<file path="config.mk">
export PLATFORM = sky130hd
export DESIGN_NAME = i2c_master_byte_transaction_core
export DESIGN_NICKNAME = d
export VERILOG_FILES = /design/src/hdl/i2cm_pkg.sv /design/src/hdl/i2c_master_byte_transaction_core.sv
export SDC_FILE = /design/constraint.sdc
export NUM_CORES = 1
export LEC_CHECK = 0
export BUFFER_PORTS_ARGS = -buffer_cell sky130_fd_sc_hd__buf_4
export CAP_MARGIN = 20
export CORE_MARGIN = 8
export CORE_UTILIZATION = 57
export DETAILED_ROUTE_END_ITERATION = 12
export PLACE_DENSITY = 0.79
export SLEW_MARGIN = 30
export SYNTH_ARGS = -nofsm -noshare
export SYNTH_HDL_FRONTEND = slang
export SYNTH_SLANG_ARGS = --single-unit
</file>
<file path="constraint.sdc">
create_clock -name clk -period 6.4 [get_ports clk]
set_input_delay 0 -clock clk [delete_from_list [all_inputs] [get_ports clk]]
set_output_delay 0 -clock clk [all_outputs]
set_load 0.05 [all_outputs]
</file>
<file path="src/hdl/i2cm_pkg.sv">
package i2cm_pkg;

    // Configuration port geometry
    localparam int APB_ADDR_W = 2;
    localparam int APB_DATA_W = 32;

    // Register map
    localparam logic [APB_ADDR_W-1:0] REG_DELAY_ADDR = 2'd0;

    // Bus timing
    localparam int DELAY_W = 16;
    localparam logic [DELAY_W-1:0] DELAY_RESET = 16'd5;
    localparam logic [DELAY_W-1:0] DELAY_MIN = 16'd1;

    // Byte handling
    localparam int BYTE_W = 8;
    localparam int BIT_CNT_W = 4;
    localparam logic [BIT_CNT_W-1:0] BITS_PER_BYTE = 4'd8;
    localparam logic [BYTE_W-1:0] ADDR_NACK_FILL = 8'hFF;

    // Transaction status codes
    typedef enum logic [1:0] {
        STATUS_OK        = 2'd0,
        STATUS_ADDR_NACK = 2'd1,
        STATUS_DATA_NACK = 2'd2
    } status_t;

    // Operation codes
    localparam logic OP_WRITE = 1'b0;
    localparam logic OP_READ  = 1'b1;

endpackage

</file>
<file path="src/hdl/i2c_master_byte_transaction_core.sv">
// I2C master that runs one single-byte write or read transaction at a time.
// Input channel (in_valid / in_stall): each request is one timing tick and
// carries an optional command (cmd_valid, op, dev_addr, wr_data, send_ack)
// plus the sampled SDA level. A command is taken only while idle; while a
// transaction runs, commands are ignored.
// Output channel (out_valid / out_stall): every request yields exactly one
// result with the SCL and SDA levels for that tick, busy_res, and done_res
// together with status and rd_data on the final tick of a transaction.
// Each accepted request loads the result register; one request is accepted
// every cycle unless a held result stalls. The sequencer state lies one
// logic level from that register, which alone sets the rate.
// When the receiver stalls while a result is held, in_stall rises and the
// held result stays unchanged until it is taken.
// The APB port holds one register, delay_ticks, at address 0: the number
// of ticks each bus delay lasts. Write it only while the block is idle.
// Reset returns the bus to idle (SCL and SDA high), empties the result
// register and sets delay_ticks to 5.
module i2c_master_byte_transaction_core (
    input  logic                          clk,
    input  logic                          rst_n,
    // Request channel
    input  logic                          in_valid,
    output logic                          in_stall,
    input  logic                          cmd_valid,
    input  logic                          op,
    input  logic [7:0]                    dev_addr,
    input  logic [7:0]                    wr_data,
    input  logic                          send_ack,
    input  logic                          sda_in,
    // Result channel
    output logic                          out_valid,
    input  logic                          out_stall,
    output logic                          scl,
    output logic                          sda_out,
    output logic                          busy_res,
    output logic                          done_res,
    output logic [1:0]                    status,
    output logic [7:0]                    rd_data,
    // Configuration port
    input  logic                          psel,
    input  logic                          penable,
    input  logic                          pwrite,
    input  logic [i2cm_pkg::APB_ADDR_W-1:0] paddr,
    input  logic [i2cm_pkg::APB_DATA_W-1:0] pwdata,
    output logic [i2cm_pkg::APB_DATA_W-1:0] prdata,
    output logic                          pready
);

    import i2cm_pkg::*;

    typedef enum logic [4:0] {
        PH_IDLE,
        PH_ST_SDA1,
        PH_ST_SCL1,
        PH_ST_SDA0,
        PH_ST_DLY,
        PH_ST_SCL0,
        PH_WB_SDA,
        PH_WB_D1,
        PH_WB_SCLH,
        PH_WB_D2,
        PH_WB_SCLL,
        PH_WA_SDA1,
        PH_WA_SCLH,
        PH_WA_DLY,
        PH_WA_SCLL,
        PH_RB_SDA1,
        PH_RB_SCLH,
        PH_RB_DLY,
        PH_RB_SCLL,
        PH_RA_SDA,
        PH_RA_D1,
        PH_RA_SCLH,
        PH_RA_D2,
        PH_RA_SCLL,
        PH_SP_SCL0,
        PH_SP_SDA0,
        PH_SP_DLY,
        PH_SP_SCLH,
        PH_SP_SDA1
    } phase_t;

    // Sequencer state
    phase_t                 phase_reg, phase_next;
    logic [BIT_CNT_W-1:0]   bit_count_reg, bit_count_next;
    logic [BYTE_W-1:0]      shift_reg, shift_next;
    logic [DELAY_W-1:0]     wait_count_reg, wait_count_next;
    logic                   scl_level_reg, scl_level_next;
    logic                   sda_level_reg, sda_level_next;
    logic                   cmd_op_reg, cmd_op_next;
    logic [BYTE_W-1:0]      cmd_addr_reg, cmd_addr_next;
    logic [BYTE_W-1:0]      cmd_data_reg, cmd_data_next;
    logic                   cmd_ack_reg, cmd_ack_next;
    logic                   byte_stage_reg, byte_stage_next;
    logic                   nack_seen_reg, nack_seen_next;
    status_t                final_status_reg, final_status_next;

    // Configuration
    logic [DELAY_W-1:0]     delay_reg;

    // Result register
    logic                   out_valid_reg;
    logic                   scl_reg;
    logic                   sda_out_reg;
    logic                   busy_reg;
    logic                   done_reg;
    logic [1:0]             status_reg;
    logic [BYTE_W-1:0]      rd_data_reg;

    // Per-tick combinational results
    logic                   busy_next;
    logic                   done_next;
    status_t                status_next;
    logic [BYTE_W-1:0]      rd_data_next;

    logic                   accept;
    logic                   cfg_write;
    logic [DELAY_W-1:0]     delay_limit;
    logic [DELAY_W-1:0]     wait_inc;
    logic                   delay_end;
    logic [BIT_CNT_W-1:0]   bit_inc;

    // Handshakes
    assign in_stall  = out_valid_reg & out_stall;
    assign accept    = in_valid & ~in_stall;
    assign pready    = 1'b1;
    assign cfg_write = psel & penable & pwrite & pready & (paddr == REG_DELAY_ADDR);

    // Register read-back
    always_comb
    begin
        if (paddr == REG_DELAY_ADDR)
        begin
            prdata = {{(APB_DATA_W-DELAY_W){1'b0}}, delay_reg};
        end
        else
        begin
            prdata = '0;
        end
    end

    // Delay counter step; a zero delay acts as one tick.
    assign delay_limit = (delay_reg == '0) ? DELAY_MIN : delay_reg;
    assign wait_inc    = wait_count_reg + DELAY_MIN;
    assign delay_end   = (wait_inc >= delay_limit);
    assign bit_inc     = bit_count_reg + 1'b1;

    // Sequencer: one step per request
    always_comb
    begin
        phase_t ph;

        ph                = phase_reg;
        phase_next        = phase_reg;
        bit_count_next    = bit_count_reg;
        shift_next        = shift_reg;
        wait_count_next   = wait_count_reg;
        scl_level_next    = scl_level_reg;
        sda_level_next    = sda_level_reg;
        cmd_op_next       = cmd_op_reg;
        cmd_addr_next     = cmd_addr_reg;
        cmd_data_next     = cmd_data_reg;
        cmd_ack_next      = cmd_ack_reg;
        byte_stage_next   = byte_stage_reg;
        nack_seen_next    = nack_seen_reg;
        final_status_next = final_status_reg;
        busy_next         = 1'b1;
        done_next         = 1'b0;
        status_next       = STATUS_OK;
        rd_data_next      = '0;

        // Latch a new command when idle; it starts driving on this tick.
        if (phase_reg == PH_IDLE)
        begin
            if (cmd_valid)
            begin
                cmd_op_next       = op;
                cmd_addr_next     = dev_addr;
                cmd_data_next     = wr_data;
                cmd_ack_next      = send_ack;
                byte_stage_next   = 1'b0;
                nack_seen_next    = 1'b0;
                final_status_next = STATUS_OK;
                wait_count_next   = '0;
                ph                = PH_ST_SDA1;
            end
            else
            begin
                busy_next = 1'b0;
            end
        end

        case (ph)
            PH_IDLE:
            begin
                phase_next = PH_IDLE;
            end
            // Start condition
            PH_ST_SDA1:
            begin
                sda_level_next = 1'b1;
                phase_next     = PH_ST_SCL1;
            end
            PH_ST_SCL1:
            begin
                scl_level_next = 1'b1;
                phase_next     = PH_ST_SDA0;
            end
            PH_ST_SDA0:
            begin
                sda_level_next = 1'b0;
                phase_next     = PH_ST_DLY;
            end
            PH_ST_DLY:
            begin
                wait_count_next = delay_end ? '0 : wait_inc;
                phase_next      = delay_end ? PH_ST_SCL0 : PH_ST_DLY;
            end
            PH_ST_SCL0:
            begin
                scl_level_next = 1'b0;
                shift_next     = cmd_addr_reg;
                bit_count_next = '0;
                phase_next     = PH_WB_SDA;
            end
            // Byte transmit, MSB first
            PH_WB_SDA:
            begin
                sda_level_next = shift_reg[BYTE_W-1];
                phase_next     = PH_WB_D1;
            end
            PH_WB_D1:
            begin
                wait_count_next = delay_end ? '0 : wait_inc;
                phase_next      = delay_end ? PH_WB_SCLH : PH_WB_D1;
            end
            PH_WB_SCLH:
            begin
                scl_level_next = 1'b1;
                phase_next     = PH_WB_D2;
            end
            PH_WB_D2:
            begin
                wait_count_next = delay_end ? '0 : wait_inc;
                phase_next      = delay_end ? PH_WB_SCLL : PH_WB_D2;
            end
            PH_WB_SCLL:
            begin
                scl_level_next = 1'b0;
                shift_next     = {shift_reg[BYTE_W-2:0], 1'b0};
                bit_count_next = bit_inc;
                phase_next     = (bit_inc >= BITS_PER_BYTE) ? PH_WA_SDA1 : PH_WB_SDA;
            end
            // Acknowledge check from the slave
            PH_WA_SDA1:
            begin
                sda_level_next = 1'b1;
                phase_next     = PH_WA_SCLH;
            end
            PH_WA_SCLH:
            begin
                scl_level_next = 1'b1;
                phase_next     = PH_WA_DLY;
            end
            PH_WA_DLY:
            begin
                wait_count_next = delay_end ? '0 : wait_inc;
                if (delay_end)
                begin
                    nack_seen_next = sda_in;
                    phase_next     = PH_WA_SCLL;
                end
            end
            PH_WA_SCLL:
            begin
                scl_level_next = 1'b0;
                bit_count_next = '0;
                if (nack_seen_reg)
                begin
                    final_status_next = byte_stage_reg ? STATUS_DATA_NACK
                                                       : STATUS_ADDR_NACK;
                    if (cmd_op_reg == OP_READ)
                    begin
                        shift_next = ADDR_NACK_FILL;
                    end
                    phase_next = PH_SP_SCL0;
                end
                else if (!byte_stage_reg)
                begin
                    byte_stage_next = 1'b1;
                    if (cmd_op_reg == OP_READ)
                    begin
                        shift_next = '0;
                        phase_next = PH_RB_SDA1;
                    end
                    else
                    begin
                        shift_next = cmd_data_reg;
                        phase_next = PH_WB_SDA;
                    end
                end
                else
                begin
                    phase_next = PH_SP_SCL0;
                end
            end
            // Byte receive, sampled at the end of the high delay
            PH_RB_SDA1:
            begin
                sda_level_next = 1'b1;
                phase_next     = PH_RB_SCLH;
            end
            PH_RB_SCLH:
            begin
                scl_level_next = 1'b1;
                phase_next     = PH_RB_DLY;
            end
            PH_RB_DLY:
            begin
                wait_count_next = delay_end ? '0 : wait_inc;
                if (delay_end)
                begin
                    shift_next = {shift_reg[BYTE_W-2:0], sda_in};
                    phase_next = PH_RB_SCLL;
                end
            end
            PH_RB_SCLL:
            begin
                scl_level_next = 1'b0;
                bit_count_next = bit_inc;
                phase_next     = (bit_inc >= BITS_PER_BYTE) ? PH_RA_SDA : PH_RB_SCLH;
            end
            // Master ACK or NACK after a read
            PH_RA_SDA:
            begin
                sda_level_next = ~cmd_ack_reg;
                phase_next     = PH_RA_D1;
            end
            PH_RA_D1:
            begin
                wait_count_next = delay_end ? '0 : wait_inc;
                phase_next      = delay_end ? PH_RA_SCLH : PH_RA_D1;
            end
            PH_RA_SCLH:
            begin
                scl_level_next = 1'b1;
                phase_next     = PH_RA_D2;
            end
            PH_RA_D2:
            begin
                wait_count_next = delay_end ? '0 : wait_inc;
                phase_next      = delay_end ? PH_RA_SCLL : PH_RA_D2;
            end
            PH_RA_SCLL:
            begin
                scl_level_next = 1'b0;
                phase_next     = PH_SP_SCL0;
            end
            // Stop condition
            PH_SP_SCL0:
            begin
                scl_level_next = 1'b0;
                phase_next     = PH_SP_SDA0;
            end
            PH_SP_SDA0:
            begin
                sda_level_next = 1'b0;
                phase_next     = PH_SP_DLY;
            end
            PH_SP_DLY:
            begin
                wait_count_next = delay_end ? '0 : wait_inc;
                phase_next      = delay_end ? PH_SP_SCLH : PH_SP_DLY;
            end
            PH_SP_SCLH:
            begin
                scl_level_next = 1'b1;
                phase_next     = PH_SP_SDA1;
            end
            PH_SP_SDA1:
            begin
                sda_level_next = 1'b1;
                done_next      = 1'b1;
                status_next    = final_status_reg;
                rd_data_next   = (cmd_op_reg == OP_READ) ? shift_reg : '0;
                phase_next     = PH_IDLE;
            end
            default:
            begin
                phase_next = PH_IDLE;
            end
        endcase
    end

    // State, configuration and result registers
    always_ff @(posedge clk or negedge rst_n)
    begin
        if (!rst_n)
        begin
            phase_reg        <= PH_IDLE;
            bit_count_reg    <= '0;
            shift_reg        <= '0;
            wait_count_reg   <= '0;
            scl_level_reg    <= 1'b1;
            sda_level_reg    <= 1'b1;
            cmd_op_reg       <= 1'b0;
            cmd_addr_reg     <= '0;
            cmd_data_reg     <= '0;
            cmd_ack_reg      <= 1'b0;
            byte_stage_reg   <= 1'b0;
            nack_seen_reg    <= 1'b0;
            final_status_reg <= STATUS_OK;
            delay_reg        <= DELAY_RESET;
            out_valid_reg    <= 1'b0;
        end
        else
        begin
            if (cfg_write)
            begin
                delay_reg <= pwdata[DELAY_W-1:0];
            end

            if (accept)
            begin
                phase_reg        <= phase_next;
                bit_count_reg    <= bit_count_next;
                shift_reg        <= shift_next;
                wait_count_reg   <= wait_count_next;
                scl_level_reg    <= scl_level_next;
                sda_level_reg    <= sda_level_next;
                cmd_op_reg       <= cmd_op_next;
                cmd_addr_reg     <= cmd_addr_next;
                cmd_data_reg     <= cmd_data_next;
                cmd_ack_reg      <= cmd_ack_next;
                byte_stage_reg   <= byte_stage_next;
                nack_seen_reg    <= nack_seen_next;
                final_status_reg <= final_status_next;
                out_valid_reg    <= 1'b1;
            end
            else if (!out_stall)
            begin
                out_valid_reg <= 1'b0;
            end
        end
    end

    // Result payload, loaded with each accepted request
    always_ff @(posedge clk)
    begin
        if (accept)
        begin
            scl_reg     <= scl_level_next;
            sda_out_reg <= sda_level_next;
            busy_reg    <= busy_next;
            done_reg    <= done_next;
            status_reg  <= status_next;
            rd_data_reg <= rd_data_next;
        end
    end

    assign out_valid = out_valid_reg;
    assign scl       = scl_reg;
    assign sda_out   = sda_out_reg;
    assign busy_res  = busy_reg;
    assign done_res  = done_reg;
    assign status    = status_reg;
    assign rd_data   = rd_data_reg;

endmodule

</file>
**Yosys cells after proc, flatten, opt, wreduce, memory -nomap -nowiden**

Cells that the tools add are included.

- Add/subtract/negate cells: 2
- $mul: 0
- Divide/modulo/power cells: 0
- Order comparisons: 2
- Eq/ne operators: 33
- Shifts and indexed selects: 0
- Mux-type cells: 49
- Bitwise logic cells: 7
- Reductions and logical operators: 20

Operators by type and width:

| operator | count |
|---|---|
| one-hot mux 5 bit (27 select lines) | 1 |
| 2-to-1 mux 16 bit | 6 |
| == test 5 bit, second input constant | 13 |
| == test 5 x 4 -> 1 bit, second input constant | 8 |
| 2-to-1 mux 8 bit | 5 |
| one-hot mux 8 bit (4 select lines) | 1 |
| 2-to-1 mux 5 bit | 6 |
| == test 5 x 3 -> 1 bit, second input constant | 4 |
| 2-to-1 mux 1 bit | 17 |
| adder 16 x 1 -> 16 bit, second input constant | 1 |
| >= comparator 16 bit | 1 |
| zero test 16 bit | 1 |
| 2-to-1 mux 2 bit | 7 |
| 2-to-1 mux 4 bit | 3 |
| OR reduction 6 bit | 2 |
| == test 5 x 2 -> 1 bit, second input constant | 2 |
| AND reduction 3 bit | 3 |
| one-hot mux 4 bit (2 select lines) | 1 |
| OR reduction 8 bit | 1 |
| inequality test 3 bit, second input constant | 2 |
| nonzero test 2 bit | 3 |
| OR reduction 2 bit | 3 |
| AND 1 bit | 5 |
| == test 5 x 1 -> 1 bit, second input constant | 1 |
| other kinds (13) | 16 |

- Register bits: 88
- Bits in latches: 0
- Bits in writable memories: 0
- ROM bits: 0
- Bits of input ports: 61
- Output and inout port bits: 49
- Memories kept: 0

**Logic depth before layout (Yosys ltp)**

- Depth after elaboration: 6
- Gate-level depth with buffers: 15

**Worst setup path before layout**

Ideal clock, no wire load.

- Path kind: flip-flop to flip-flop
- Start: register wait_count_reg[2]
- End: register phase_reg[4]
- Arrival time: 3.628 ns
- Data required time: 6.275 ns
- Setup slack: 2.647 ns
- Stages on the path, launching flop included: 13
- Buffers on the path: 1
- Cells stage by stage: dfrtp_1 nand3_1 nor4_1 nand3_1 xnor2_1 ha_1 nand4_1 or3_1 or4_4 and3_1 buf_6 a211o_1 mux2_4

- Longest elaborated chain between the ends: 4
- Elaborated cells between the ends (all ways): 5
- Those cells by class: add/sub: 1; order compare: 1; eq/ne: 2; reduce/logical: 1

RTL lines:

| item | RTL line | RTL |
|---|---|---|
| start, declared | i2c_master_byte_transaction_core.sv:87 | `logic [DELAY_W-1:0] wait_count_reg, wait_count_next;` |
| start signal, assigned | i2c_master_byte_transaction_core.sv:428 | `wait_count_reg <= wait_count_next;` |
| adder 16 x 1 -> 16 bit (*) | i2c_master_byte_transaction_core.sv:144 | `assign wait_inc = wait_count_reg + DELAY_MIN;` |
| >= comparator 16 bit (*) | i2c_master_byte_transaction_core.sv:145 | `assign delay_end = (wait_inc >= delay_limit);` |
| inequality test 2 bit (no line) | n/a |  |
| AND reduction 3 bit (no line) (*) | n/a |  |
| end signal, assigned | i2c_master_byte_transaction_core.sv:425 | `phase_reg <= phase_next;` |
| end, declared | i2c_master_byte_transaction_core.sv:84 | `phase_t phase_reg, phase_next;` |

Every way passes the cells marked *; elsewhere a longest branch is shown, timed or not.
A chain may end at the register's enable or synchronous reset.

**Worst setup path after layout**

- Start: register wait_count_reg[2]
- End: register shift_reg[1]

- Longest elaborated chain between the ends: 4

RTL lines:

| item | RTL line | RTL |
|---|---|---|
| adder 16 x 1 -> 16 bit | i2c_master_byte_transaction_core.sv:144 |  |
| >= comparator 16 bit | i2c_master_byte_transaction_core.sv:145 |  |
| inequality test 2 bit (no line) | n/a |  |
| AND reduction 5 bit (no line) | n/a |  |
| end signal, assigned | i2c_master_byte_transaction_core.sv:427 | `shift_reg <= shift_next;` |
| end, declared | i2c_master_byte_transaction_core.sv:86 | `logic [BYTE_W-1:0] shift_reg, shift_next;` |

No other way between the ends.

==> metrics.yaml <==
gp_congestion: 0.9041
rsz0062_at_grt: "false"
post_cts_resized: 0
htreeDepth: 3
grt-ovfl-total: 0
avgViaCountPerCell: 6.025
drtIter0Drc: 233
via_count: 4555
synth_ff_type: "dfrtp_1"
fmax_mhz: 218.8
netlist_area_mm2: 0.005259
ant_nets: 0
async_flop_share: 0.8409
min_period_ps: 4571
cts_max_path_buffers: 2
seq_area_frac_synth: 0.4330
clk_pin_slew_worst_paths_ps: 100
antenna_found_initial: 1
cp_cell_sequence: "nand3_1 > nor4_1 > nand3_1 > xnor2_1 > ha_1 > a211oi_1 > nor2_1 > nor4_1 > nand3_1 > o311ai_2 > mux2_2"
finClkSkew_ps: 21.32
area_growth_pct: 20.84
drc: 0
slew_headroom: 0.4159
grt_pass1_vias: 4628
dieWidth_um: 112.1
numCtsBuffers: 9
cts_hold_buffers: 38
cts_tree: "yes"
hold_class: "in2reg"
num_io_pins: 110
port_buffers: 76
clk_latency_ps: 390
ys_seq_elements: 88
nets: 718
cts_sinks: 88
worstPathArrival_ps: 4840
max_stage_delay_ps: 710
dp_hpwl_mm: 9.104
p_leak_nw: 2.917
peakVddDrop_uv: 145.5
start_kind: "flop"
p_per_area_mw_per_mm2: 361.2
final.setup.tns_ps: 0
hp-start: "sda_in"
drt-pass1-iter-count: 5
drive_gt1_frac: 0.2127
die_y_um: 112.1
wire_per_inst_um: 18.14
core_mm2: 0.009109
setup_viol_count_final: 0
syn_inst: 548
drv_slew: 0
cp-startpoint: "wait_count_reg[2]$_DFFE_PN0P_"
track_usage: 0.2208
criticalPathCategory: "reg2reg"
end_kind: "flop"
cp_common_cell: "nand3_1"
slowest_stage: "o311ai_2"
crit_path_max_fanout: 8
post_cts_buffers: 0
synth_cell_type_count: 71
design.die.area_mm2: 0.01256
synth.avg_cell_area_um2: 9.596
grt_max_degree: 75
synth_edf_count: 14
power.total_mw: 2.296
grt_pass1_wl_mm: 22.68
status: "finished clean"
worst-slew-pin-transition_ps: 869.5
r2r_start: "wait_count_reg[2]$_DFFE_PN0P_"
finalCritPeriodShare: 0.7143
clockRootBuffer: "clkbuf_8"
totalWireLength_mm: 13.72
cp.required_ps: 6670
drv_cap: 0
hold_viol_final: 0
fp-row-count: 35
yosysWarnings: 0
start_util: 0.5773
## worst max-delay path, delay by kind of cell (launching register included)
kind	cells	cell delay, ps
simple gates	6	2150
mux	1	410
flops	1	460
fa+ha+maj	1	310
xor+xnor	1	180
compound gates	2	960
## layer usage
layer  global-route usage  wire (um)  vias up
li1                     -          -     2147
met1               0.2546       5504     2197
met2               0.3914       7022      177
met3              0.04563        763       34
met4              0.09173        425        0
met5                    0          0        -
## cells by family (layout without fill, tap and decap cells)
kind of cell    Yosys count  after routing  share of synthesized area
simple gates            186            186                     0.1818
compound gates          128            128                     0.1701
flops                    88             88                     0.4330
buf+inv                  74            155                    0.06662
mux                      37             37                    0.07923
fa+ha+maj                18             18                    0.04283
xor+xnor                 15             15                    0.02498
other cells               2             18                   0.001428
## final timing paths
check	end	slack [ps]	cells after the start
max in group asynchronous	wait_count_reg[14]$_DFFE_PN0P_	5720	2
max	shift_reg[1]$_DFFE_PN0P_	1830	11
min in group asynchronous	bit_count_reg[2]$_DFFE_PN0P_	180	2
max reg2reg	shift_reg[1]$_DFFE_PN0P_	1830	11
min reg2reg	final_status_reg[0]$_DFFE_PN0P_	500	2
min	nack_seen_reg$_DFFE_PN0P_	50	4
## through the flow
step | setup WS, ps | instance area (um^2) | instances | hold WS, ps | util
4_1_cts | 1856 | 6349 | 755 | 51.07 | 0.6970
6_report | 1829 | 6355 | 756 | 49.59 | 0.6977
3_5_place_dp | 1902 | 5772 | 701 | 195.7 | 0.6337
2_1_floorplan | 2647 | 5315 | 563 | -295.6 | -
3_3_place_gp | 2043 | 5772 | 701 | 184.9 | 0.6337
5_1_grt | 1507 | 6355 | 756 | 55.40 | 0.6977
## power by group
part | switching [mW] | internal [mW]
Clock | 0.245 | 0.153
Sequential | 0.200 | 0.739
Combinational | 0.539 | 0.419
Total | 0.984 | 1.31
## synthesized netlist by cell type, drive strengths merged, types with 8 or more instances
library cell  count  share of area
dfrtp            70           0.33
nand2            43          0.031
mux2             34          0.074
o21ai            34          0.032
nor2             31          0.022
clkbuf           30          0.021
nor3             26          0.025
a21oi            25          0.025
inv              24          0.017
buf              20          0.028
nand3            19          0.018
ha               18          0.043
and3             16          0.019
edfxtp           14          0.080
nor2b            13          0.015
a22o             12          0.020
xor2              9          0.015
nand2b            8         0.0095
## layout make-up
class,count,area [um^2]
fill,677,2754
multi-input combinational,401,2688
sequential,88,2277
timing repair buffer,115,962.2
tap,111,138.9
clock buffer,9,123.9
inverter,24,90.09
clock inverter,7,72.57
antenna,1,2.502
## cell usage in the layout, fill, tap and decap left out, drive strengths merged, types with 7 or more instances in the layout
| master | n |
|---|---|
| nand2 | 43 |
| ha | 18 |
| clkbuf | 9 |
| and3 | 16 |
| a221o | 7 |
| inv | 28 |
| dfrtp | 70 |
| mux2 | 34 |
| nor3 | 26 |
| o21ai | 34 |
| buf | 77 |
| nor2 | 31 |
| conb | 17 |
| edfxtp | 14 |
| nand3 | 19 |
| xor2 | 9 |
| nor4 | 7 |
| nand2b | 8 |
| a21oi | 25 |
| a22o | 12 |
| dlygate4sd3 | 38 |
| nor2b | 13 |
Note: power is estimated with default switching activity, not from simulation.
